===== src/hdl/ssnf_pkg.sv =====
// Shared constants, types, the glyph function and the place clamp for the seven-segment number formatter.
`default_nettype none
package ssnf_pkg;

    localparam int MAX_DIGITS = 8;
    localparam int PW         = $clog2(MAX_DIGITS + 1);
    localparam int DIW        = (MAX_DIGITS > 1) ? $clog2(MAX_DIGITS) : 1;
    localparam int BIN_W      = 32;
    localparam int DEC_DIGITS = 10;
    localparam int BUF_DIGITS = (MAX_DIGITS > DEC_DIGITS) ? MAX_DIGITS : DEC_DIGITS;
    localparam int BUF_W      = BUF_DIGITS * 4;
    localparam int NDW        = $clog2(BUF_DIGITS + 1);
    localparam int CW         = $clog2(BIN_W);
    localparam int DC_W       = 4;
    localparam int CFG_W      = 4;
    localparam int POS_W      = 3;
    localparam int SEG_W      = 8;
    localparam int Q_DEPTH    = 2;
    localparam int QAW        = $clog2(Q_DEPTH);
    localparam int QCW        = $clog2(Q_DEPTH + 1);

    localparam logic CFG_IDX_DIGIT_COUNT   = 1'b0;
    localparam logic CFG_IDX_LEADING_ZEROS = 1'b1;

    localparam logic ACT_DEC = 1'b0;
    localparam logic ACT_HEX = 1'b1;

    localparam logic [DC_W-1:0]  DC_RESET  = 4'd4;
    localparam logic [SEG_W-1:0] PAT_MINUS = 8'h40;
    localparam logic [SEG_W-1:0] PAT_BLANK = 8'h00;

    typedef enum logic [1:0] {
        FR_IDLE,
        FR_CONV,
        FR_PUSH
    } t_front_state;

    // One converted number waiting for display.
    typedef struct packed {
        logic [MAX_DIGITS-1:0][3:0] digits;
        logic [PW-1:0]              shown;
        logic                       neg;
        logic                       trunc;
    } t_rec;

    function automatic logic [SEG_W-1:0] glyph(input logic [3:0] d);
        logic [SEG_W-1:0] g;
        case (d)
            4'h0: g = 8'h3F;
            4'h1: g = 8'h06;
            4'h2: g = 8'h5B;
            4'h3: g = 8'h4F;
            4'h4: g = 8'h66;
            4'h5: g = 8'h6D;
            4'h6: g = 8'h7D;
            4'h7: g = 8'h07;
            4'h8: g = 8'h7F;
            4'h9: g = 8'h6F;
            4'hA: g = 8'h77;
            4'hB: g = 8'h7C;
            4'hC: g = 8'h39;
            4'hD: g = 8'h5E;
            4'hE: g = 8'h79;
            4'hF: g = 8'h71;
            default: g = PAT_BLANK;
        endcase
        return g;
    endfunction

    // Clamp the configured count into 1..MAX_DIGITS.
    function automatic logic [PW-1:0] places(input logic [DC_W-1:0] dc);
        logic [PW-1:0] p;
        if (dc == '0) begin
            p = PW'(1);
        end else if (int'(dc) > MAX_DIGITS) begin
            p = PW'(MAX_DIGITS);
        end else begin
            p = PW'(dc);
        end
        return p;
    endfunction

endpackage
`default_nettype wire


===== src/hdl/ssnf_front.sv =====
// Front end: takes a number, converts it to digits and measures the field it needs.
`default_nettype none
module ssnf_front (
    input  wire logic                          i_clk,
    input  wire logic                          i_rst_n,
    input  wire logic                          i_push,
    output logic                               o_full,
    input  wire logic                          i_action,
    input  wire logic [ssnf_pkg::BIN_W-1:0]    i_value,
    input  wire logic [ssnf_pkg::PW-1:0]       i_places,
    output logic                               o_q_push,
    output ssnf_pkg::t_rec                     o_rec,
    input  wire logic                          i_q_full
);

    ssnf_pkg::t_front_state              r_state, n_state;
    logic [ssnf_pkg::CW-1:0]             r_cnt, n_cnt;
    logic [ssnf_pkg::BIN_W-1:0]          r_bin, n_bin;
    logic [ssnf_pkg::BUF_W-1:0]          r_bcd, n_bcd;
    logic                                r_neg, n_neg;
    logic [ssnf_pkg::NDW-1:0]            nd;
    logic                                over;

    always_ff @(posedge i_clk) begin
        if (!i_rst_n) begin
            r_state <= ssnf_pkg::FR_IDLE;
        end else begin
            r_state <= n_state;
        end
    end

    always_ff @(posedge i_clk) begin
        r_cnt <= n_cnt;
        r_bin <= n_bin;
        r_bcd <= n_bcd;
        r_neg <= n_neg;
    end

    always_comb begin
        logic [ssnf_pkg::BUF_W-1:0] adj;
        logic                       neg;
        n_state = r_state;
        n_cnt   = r_cnt;
        n_bin   = r_bin;
        n_bcd   = r_bcd;
        n_neg   = r_neg;
        adj     = r_bcd;
        neg     = 1'b0;
        case (r_state)
            ssnf_pkg::FR_IDLE: begin
                if (i_push) begin
                    neg   = (i_action == ssnf_pkg::ACT_DEC) && i_value[ssnf_pkg::BIN_W-1];
                    n_neg = neg;
                    n_bin = neg ? (ssnf_pkg::BIN_W'(0) - i_value) : i_value;
                    n_cnt = '0;
                    n_bcd = '0;
                    if (i_action == ssnf_pkg::ACT_HEX) begin
                        // Hex digits are the nibbles themselves.
                        n_bcd[ssnf_pkg::BIN_W-1:0] = i_value;
                        n_state = ssnf_pkg::FR_PUSH;
                    end else begin
                        n_state = ssnf_pkg::FR_CONV;
                    end
                end
            end
            ssnf_pkg::FR_CONV: begin
                // Shift-and-add-3: one binary bit enters the BCD register per cycle.
                for (int i = 0; i < ssnf_pkg::BUF_DIGITS; i++) begin
                    if (r_bcd[i*4 +: 4] >= 4'd5) begin
                        adj[i*4 +: 4] = r_bcd[i*4 +: 4] + 4'd3;
                    end
                end
                n_bcd = {adj[ssnf_pkg::BUF_W-2:0], r_bin[ssnf_pkg::BIN_W-1]};
                n_bin = {r_bin[ssnf_pkg::BIN_W-2:0], 1'b0};
                n_cnt = r_cnt + 1'b1;
                if (r_cnt == ssnf_pkg::CW'(ssnf_pkg::BIN_W - 1)) begin
                    n_state = ssnf_pkg::FR_PUSH;
                end
            end
            ssnf_pkg::FR_PUSH: begin
                if (!i_q_full) begin
                    n_state = ssnf_pkg::FR_IDLE;
                end
            end
            default: begin
                n_state = ssnf_pkg::FR_IDLE;
            end
        endcase
    end

    // Significant digit count, at least one so that zero shows a single '0'.
    always_comb begin
        nd = ssnf_pkg::NDW'(1);
        for (int i = 0; i < ssnf_pkg::BUF_DIGITS; i++) begin
            if (r_bcd[i*4 +: 4] != 4'd0) begin
                nd = ssnf_pkg::NDW'(i + 1);
            end
        end
    end

    assign over         = int'(nd) > int'(i_places);
    assign o_rec.digits = r_bcd[ssnf_pkg::MAX_DIGITS*4-1:0];
    assign o_rec.shown  = over ? i_places : ssnf_pkg::PW'(nd);
    assign o_rec.neg    = r_neg;
    assign o_rec.trunc  = over || (r_neg && (o_rec.shown == i_places));
    assign o_q_push     = (r_state == ssnf_pkg::FR_PUSH) && !i_q_full;
    assign o_full       = (r_state != ssnf_pkg::FR_IDLE);

endmodule
`default_nettype wire


===== src/hdl/ssnf_queue.sv =====
// Short record queue between the converter and the place emitter.
`default_nettype none
module ssnf_queue (
    input  wire logic             i_clk,
    input  wire logic             i_rst_n,
    input  wire logic             i_push,
    input  wire ssnf_pkg::t_rec   i_rec,
    output logic                  o_full,
    input  wire logic             i_pop,
    output ssnf_pkg::t_rec        o_rec,
    output logic                  o_empty
);

    ssnf_pkg::t_rec                r_mem [ssnf_pkg::Q_DEPTH];
    logic [ssnf_pkg::QAW-1:0]      r_wp;
    logic [ssnf_pkg::QAW-1:0]      r_rp;
    logic [ssnf_pkg::QCW-1:0]      r_cnt;

    always_ff @(posedge i_clk) begin
        if (!i_rst_n) begin
            r_wp  <= '0;
            r_rp  <= '0;
            r_cnt <= '0;
        end else begin
            if (i_push) begin
                r_wp <= (r_wp == ssnf_pkg::QAW'(ssnf_pkg::Q_DEPTH - 1)) ? '0 : r_wp + 1'b1;
            end
            if (i_pop) begin
                r_rp <= (r_rp == ssnf_pkg::QAW'(ssnf_pkg::Q_DEPTH - 1)) ? '0 : r_rp + 1'b1;
            end
            if (i_push && !i_pop) begin
                r_cnt <= r_cnt + 1'b1;
            end else if (i_pop && !i_push) begin
                r_cnt <= r_cnt - 1'b1;
            end
        end
    end

    always_ff @(posedge i_clk) begin
        if (i_push) begin
            r_mem[r_wp] <= i_rec;
        end
    end

    assign o_rec   = r_mem[r_rp];
    assign o_full  = (r_cnt == ssnf_pkg::QCW'(ssnf_pkg::Q_DEPTH));
    assign o_empty = (r_cnt == '0);

endmodule
`default_nettype wire


===== src/hdl/ssnf_back.sv =====
// Back end: walks the places left to right and drives the result register.
`default_nettype none
module ssnf_back (
    input  wire logic                          i_clk,
    input  wire logic                          i_rst_n,
    input  wire logic                          i_q_empty,
    input  wire ssnf_pkg::t_rec                i_rec,
    output logic                               o_q_pop,
    input  wire logic [ssnf_pkg::PW-1:0]       i_places,
    input  wire logic                          i_lz,
    output logic                               o_empty,
    input  wire logic                          i_pop,
    output logic [ssnf_pkg::POS_W-1:0]         o_position,
    output logic [ssnf_pkg::SEG_W-1:0]         o_segments,
    output logic                               o_truncated,
    output logic                               o_last
);

    logic [ssnf_pkg::PW-1:0]       r_k;
    logic                          r_out_valid;
    logic [ssnf_pkg::POS_W-1:0]    r_out_pos;
    logic [ssnf_pkg::SEG_W-1:0]    r_out_seg;
    logic                          r_out_trunc;
    logic                          r_out_last;

    logic                          advance;
    logic                          go;
    logic                          at_last;
    logic [ssnf_pkg::PW-1:0]       j;
    logic [ssnf_pkg::PW-1:0]       m;
    logic                          is_digit;
    logic                          minus_fits;
    logic [ssnf_pkg::SEG_W-1:0]    seg;

    assign advance    = !r_out_valid || i_pop;
    assign go         = advance && !i_q_empty;
    assign at_last    = (r_k == i_places - 1'b1);
    assign j          = i_places - 1'b1 - r_k;
    assign m          = i_places - 1'b1 - i_rec.shown;
    assign is_digit   = (j < i_rec.shown);
    assign minus_fits = i_rec.neg && (i_rec.shown < i_places);

    always_comb begin
        if (is_digit) begin
            seg = ssnf_pkg::glyph(i_rec.digits[j[ssnf_pkg::DIW-1:0]]);
        end else if (minus_fits) begin
            if (i_lz) begin
                seg = (r_k == '0) ? ssnf_pkg::PAT_MINUS : ssnf_pkg::glyph(4'd0);
            end else begin
                seg = (r_k == m) ? ssnf_pkg::PAT_MINUS : ssnf_pkg::PAT_BLANK;
            end
        end else begin
            seg = i_lz ? ssnf_pkg::glyph(4'd0) : ssnf_pkg::PAT_BLANK;
        end
    end

    always_ff @(posedge i_clk) begin
        if (!i_rst_n) begin
            r_k         <= '0;
            r_out_valid <= 1'b0;
        end else begin
            if (go) begin
                r_out_valid <= 1'b1;
                r_k         <= at_last ? '0 : r_k + 1'b1;
            end else if (i_pop) begin
                r_out_valid <= 1'b0;
            end
        end
    end

    always_ff @(posedge i_clk) begin
        if (go) begin
            r_out_pos   <= ssnf_pkg::POS_W'(r_k);
            r_out_seg   <= seg;
            r_out_trunc <= i_rec.trunc;
            r_out_last  <= at_last;
        end
    end

    assign o_q_pop     = go && at_last;
    assign o_empty     = !r_out_valid;
    assign o_position  = r_out_pos;
    assign o_segments  = r_out_seg;
    assign o_truncated = r_out_trunc;
    assign o_last      = r_out_last;

`ifndef SYNTH
    a_k_in_field: assert property (@(posedge i_clk) disable iff (!i_rst_n)
        int'(r_k) < int'(i_places))
        else $error("place counter left the field");

    a_last_is_rightmost: assert property (@(posedge i_clk) disable iff (!i_rst_n)
        r_out_valid && r_out_last |-> r_out_pos == ssnf_pkg::POS_W'(i_places - 1'b1))
        else $error("last flag off the rightmost place");

    a_places_run_on: assert property (@(posedge i_clk) disable iff (!i_rst_n)
        i_pop && r_out_valid && !r_out_last |=> r_out_valid && $stable(r_out_trunc))
        else $error("places of one number did not follow each other");
`endif

endmodule
`default_nettype wire


===== src/hdl/seven_segment_number_formatter_top.sv =====
// Top level of the seven-segment number formatter: config registers and the two halves.
// Flow: a decimal item goes through the 32-step shift-and-add-3 converter, a hex item
//   skips it; each record then passes the queue and the emitter's output register.
// Intake: the front holds full until its record is pushed, so it takes one item at a
//   time; the emitter gives one place per cycle while a record waits and the receiver pops.
// Reset: synchronous, active low; clears control state, digit count to 4, no zero fill.
`default_nettype none
module seven_segment_number_formatter_top (
    input  wire logic                          i_clk,
    input  wire logic                          i_rst_n,
    // input item queue side
    input  wire logic                          push,
    output logic                               full,
    input  wire logic                          i_action,
    input  wire logic [ssnf_pkg::BIN_W-1:0]    i_value,
    // result queue side
    output logic                               empty,
    input  wire logic                          pop,
    output logic [ssnf_pkg::POS_W-1:0]         o_position,
    output logic [ssnf_pkg::SEG_W-1:0]         o_segments,
    output logic                               o_truncated,
    output logic                               o_last,
    // configuration write channel
    input  wire logic                          i_cfg_valid,
    output logic                               o_cfg_ready,
    input  wire logic                          i_cfg_index,
    input  wire logic [ssnf_pkg::CFG_W-1:0]    i_cfg_data
);

    logic [ssnf_pkg::DC_W-1:0]    r_digit_count;
    logic                         r_leading_zeros;
    logic [ssnf_pkg::PW-1:0]      places;

    logic                         q_push;
    logic                         q_full;
    logic                         q_pop;
    logic                         q_empty;
    ssnf_pkg::t_rec               front_rec;
    ssnf_pkg::t_rec               head_rec;

    // Always accepted; the user must change configuration only while idle, unenforced.
    assign o_cfg_ready = 1'b1;

    always_ff @(posedge i_clk) begin
        if (!i_rst_n) begin
            r_digit_count   <= ssnf_pkg::DC_RESET;
            r_leading_zeros <= 1'b0;
        end else if (i_cfg_valid) begin
            case (i_cfg_index)
                ssnf_pkg::CFG_IDX_DIGIT_COUNT: begin
                    r_digit_count <= i_cfg_data[ssnf_pkg::DC_W-1:0];
                end
                ssnf_pkg::CFG_IDX_LEADING_ZEROS: begin
                    r_leading_zeros <= i_cfg_data[0];
                end
                default: begin
                end
            endcase
        end
    end

    // Clamp the place count once; both halves use the same field width.
    assign places = ssnf_pkg::places(r_digit_count);

    // Converter: magnitude, sign and digit count of each number.
    ssnf_front u_front (
        .i_clk    (i_clk),
        .i_rst_n  (i_rst_n),
        .i_push   (push),
        .o_full   (full),
        .i_action (i_action),
        .i_value  (i_value),
        .i_places (places),
        .o_q_push (q_push),
        .o_rec    (front_rec),
        .i_q_full (q_full)
    );

    // Decouple the converter from the emitter so each can stall on its own.
    ssnf_queue u_queue (
        .i_clk   (i_clk),
        .i_rst_n (i_rst_n),
        .i_push  (q_push),
        .i_rec   (front_rec),
        .o_full  (q_full),
        .i_pop   (q_pop),
        .o_rec   (head_rec),
        .o_empty (q_empty)
    );

    // Emitter: one result per place, left to right, through the output register.
    ssnf_back u_back (
        .i_clk       (i_clk),
        .i_rst_n     (i_rst_n),
        .i_q_empty   (q_empty),
        .i_rec       (head_rec),
        .o_q_pop     (q_pop),
        .i_places    (places),
        .i_lz        (r_leading_zeros),
        .o_empty     (empty),
        .i_pop       (pop),
        .o_position  (o_position),
        .o_segments  (o_segments),
        .o_truncated (o_truncated),
        .o_last      (o_last)
    );

endmodule
`default_nettype wire


===== config.mk =====
export PLATFORM = sky130hd
export DESIGN_NAME = seven_segment_number_formatter_top
export DESIGN_NICKNAME = d
export VERILOG_FILES = /design/src/hdl/ssnf_pkg.sv /design/src/hdl/ssnf_front.sv /design/src/hdl/ssnf_queue.sv /design/src/hdl/ssnf_back.sv /design/src/hdl/seven_segment_number_formatter_top.sv
export SDC_FILE = /design/constraint.sdc
export NUM_CORES = 1
export LEC_CHECK = 0
export ABC_AREA = 1
export BUFFER_PORTS_ARGS = -buffer_cell sky130_fd_sc_hd__buf_2
export CAP_MARGIN = 40
export CORE_MARGIN = 3
export CORE_UTILIZATION = 40
export CTS_BUF_LIST = sky130_fd_sc_hd__clkbuf_4
export DETAILED_ROUTE_END_ITERATION = 7
export PLACE_DENSITY = 0.58
export SLEW_MARGIN = 10
export SYNTH_ARGS = -nofsm -noshare
export SYNTH_HDL_FRONTEND = slang
export SYNTH_SLANG_ARGS = --single-unit

===== constraint.sdc =====
create_clock -name i_clk -period 10.8 [get_ports i_clk]
set_clock_uncertainty 0.05 [all_clocks]
set_input_delay 0 -clock i_clk [delete_from_list [all_inputs] [get_ports i_clk]]
set_output_delay 0 -clock i_clk [all_outputs]
set_load 0.01 [all_outputs]

==> impl_metrics.ini <==
[outcome]
status = finished, final reports clean

[timing]
rsz0062_at_grt = no
setup-tns-final_ns = 0
finalSetupViolations = 0
period_share_pct = 38.0
finalMaxSlewViolations = 0
period_needed_ns = 4.10
layout_setup_ws_ns = 6.70
clock.fmax_ghz = 0.244
hold_viol_final = 0
worst_slew_pin_slew_ns = 0.783
relSlewSlack_pct = 47.8

[synthesis]
synth_cell_type_count = 44
synth_warnings = 0
syn-num-nets = 1233
seq_area_frac_synth_pct = 52.2
synth_area_um2 = 10200
async_flop_share_pct = 0
synth_top_area_cell = edfxtp_1
avgSynthCellArea_um2 = 8.98
ys_ff_latch = 183
synth_top_area_share_pct = 48.8
synth_cells = 1137
synth_top_flop_cell = edfxtp_1
synth_edf_count = 166
yosys-top-cells-area = edfxtp_1 49%, nand2_1 8.9%, ha_1 6.2%

[critical_path]
worstPathCellList = inv_1 -> nand3_1 -> a21oi_1 -> inv_1 -> ha_1 -> inv_1 -> fa_1 -> inv_1 -> o211ai_1 -> nand3_1 -> nand2_1 -> inv_1 -> ha_1 -> nand3b_1 -> nand2_1 -> nand2_1 -> nand2_1 -> nand2_1
crit-reg2reg-launch = r_digit_count[0]$_SDFFE_PN0P_
cp_slowest_cell = fa_1
cp_slowest_stage_delay_ns = 0.77
crit_path_start_kind = flip-flop
reg2reg_depth = 18
crit_type = reg2reg
end_kind = flip-flop
cp.required_ns = 11.10
crit_path_start = r_digit_count[0]$_SDFFE_PN0P_
crit_path_max_fanout = 10
critPathArrivalTime_ns = 4.40

[worst_hold_path]
hold_path_class = in2reg
hold_path_startpoint = i_cfg_valid
holdPathStages = 5

[floorplan]
die_y_um = 166
ios = 59
core_um2 = 24700
initial_core_util_pct = 41.4
num_rows = 57
die_area_um2 = 27500
die_x_um = 166

[final_layout]
areaGrowthSynthToFinish_pct = 14.9
stdcell_count = 1587
fill_cells = 2418
drive_gt1_share_pct = 9.35
nNetsFinal = 1345
multi_input_area_um2 = 4160
seqCellArea_um2 = 5330
finalInstanceArea_um2 = 11700

[drt]
wl_per_cell_um = 14.5
drc = 0
num_vias = 7989
routed_wl_um = 23000
postRouteAntennaNets = 0
initialDrtViolationCount = 530
drtPass1Iterations = 5
via_per_inst = 5.03

[power]
power.leakage_nw = 4.84
power_density_nw_per_um2 = 191
total_power_mw = 2.24
peakVddDrop_uv = 89.1

[clock_tree]
cts_resized = 0
cts_tree = built
postCtsSetupBuffers = 0
htreeDepth = 4
cts_hold_buf = 59
clkLatencyLatePin_ns = 0.58
clock-sinks = 183
cts_buffers = 17
cts-root-buf = clkbuf_4
cts_max_path_buffers = 2
path_clk_slew_ns = 0.15

[placed_design]
dpl_cell_area_um2 = 10900
gp_congestion = 0.831
dp.final_hpwl_um = 16200
portBuffers = 56
dp.cells = 1495
dp_slack_ns = 6.74

[run]
drv_cap = 0

[global_route]
gr-usage-all-layers_pct = 17.0
grt_max_degree = 80
grt_remaining_overflow = 0
antenna_found_initial = 1
first_global_vias = 7873
grt_pass1_wl_um = 38800
[layout by cell type, fill, tap and decap left out, drive strengths merged, types with 2 or more instances in the layout]
| master | count |
|---|---|
| nor4 | 3 |
| nand2 | 246 |
| o211ai | 13 |
| or2 | 5 |
| xor2 | 31 |
| a211oi | 4 |
| nand4 | 8 |
| buf | 66 |
| clkinv | 6 |
| inv | 157 |
| conb | 2 |
| o21ai | 96 |
| nand3b | 3 |
| dfxtp | 17 |
| nor3 | 15 |
| a21oi | 53 |
| ha | 51 |
| bufinv | 2 |
| dlygate4sd3 | 59 |
| clkinvlp | 3 |
| nand3 | 96 |
| edfxtp | 166 |
| clkbuf | 19 |
| xnor2 | 3 |
| nor2 | 102 |
| a31oi | 4 |
| o22ai | 14 |
| a22oi | 2 |
| o32ai | 5 |
| o31ai | 4 |
| fa | 2 |
[final cells by class]
type                    count  share of cell area, %
flip-flops and latches    183                   45.4
multi-input cells         767                   35.5
repair buffers            125                   8.40
inverters                 155                   4.96
well taps                 324                   3.45
clock buffers              19                   1.22
clock inverters            13                   1.11
diodes                      1                 0.0213
[logic make-up after synthesis]
family          synth area share (%)
buf+inv                         7.43
flops                           52.2
other cells                   0.0735
simple gates                    19.7
xor+xnor                        2.99
compound gates                  11.0
fa+ha+maj                       6.64
[per-layer routing]
layer	GRT usage, %	share of wire, %	vias to the layer above
met1	23.3	49	3736
met2	28.5	46	153
li1	-	-	4073
met3	3.05	3.6	27
met5	0	0	-
met4	3.94	1.4	0
[state kept, by name (all words and copies together) (netlist names), named ones only]
name	count
u_queue.r_mem	76
u_front.r_bcd	40
u_front.r_bin	32
u_back.o_segments	7
u_front.r_cnt	5
r_digit_count	4
u_back.r_k	4
u_back.o_position	3
u_front.r_state	2
u_queue.r_cnt	2
r_leading_zeros	1
u_back.o_last	1
u_back.o_truncated	1
u_back.r_out_valid	1
u_front.r_neg	1
u_queue.r_rp	1
u_queue.r_wp	1
[per-stage QoR]
stage | hold slack, ns | util, %
2_1_floorplan | 0.0486 | -
3_3_place_gp | 0.179 | 43.8
3_5_place_dp | 0.175 | 44.1
4_1_cts | 0.150 | 47.6
5_1_grt | 0.204 | 47.6
6_report | 0.223 | 47.6
[Yosys cell counts (5+ instances only)]
cell and count:
o32ai_1 5, nor3_1 15, xor2_1 31, buf_2 12, clkbuf_1 13, nand2_1 243, o211ai_1 12, nand3_1 94
o21ai_1 10, ha_1 51, o21ai_0 85, inv_1 151, dfxtp_1 17, a21oi_1 53, nand4_1 8, nor2_1 101
o22ai_1 14, edfxtp_1 166
[final timing paths]
check	endpoint	slack, ns
hold / removal	r_leading_zeros$_SDFFE_PN0P_	0.22
setup reg to reg	u_back.o_segments[1]$_DFFE_PP_	6.70
hold reg to reg	u_queue.r_rp$_SDFFE_PN0P_	0.48
setup / recovery	u_back.o_segments[1]$_DFFE_PP_	6.70
[worst max-delay path: cells and delay by family (launching register included)]
kind	cells	cell delay, ns
buffers and inverters	5	0.67
AND/OR/NAND/NOR	8	0.78
flip-flops	1	0.33
adder cells (fa/ha/maj)	3	1.40
AO/OA/AOI/OAI	2	0.62
[power breakdown]
group | internal [mW] | total, mW | leakage [nW] | switching (mW)
clock network | 0.141 | 0.380 | 0.142 | 0.239
registers | 0.956 | 1.04 | 1.73 | 0.0790
logic | 0.296 | 0.822 | 2.97 | 0.525
total | 1.39 | 2.24 | 4.84 | 0.844
(Power assumes the default switching activity.)
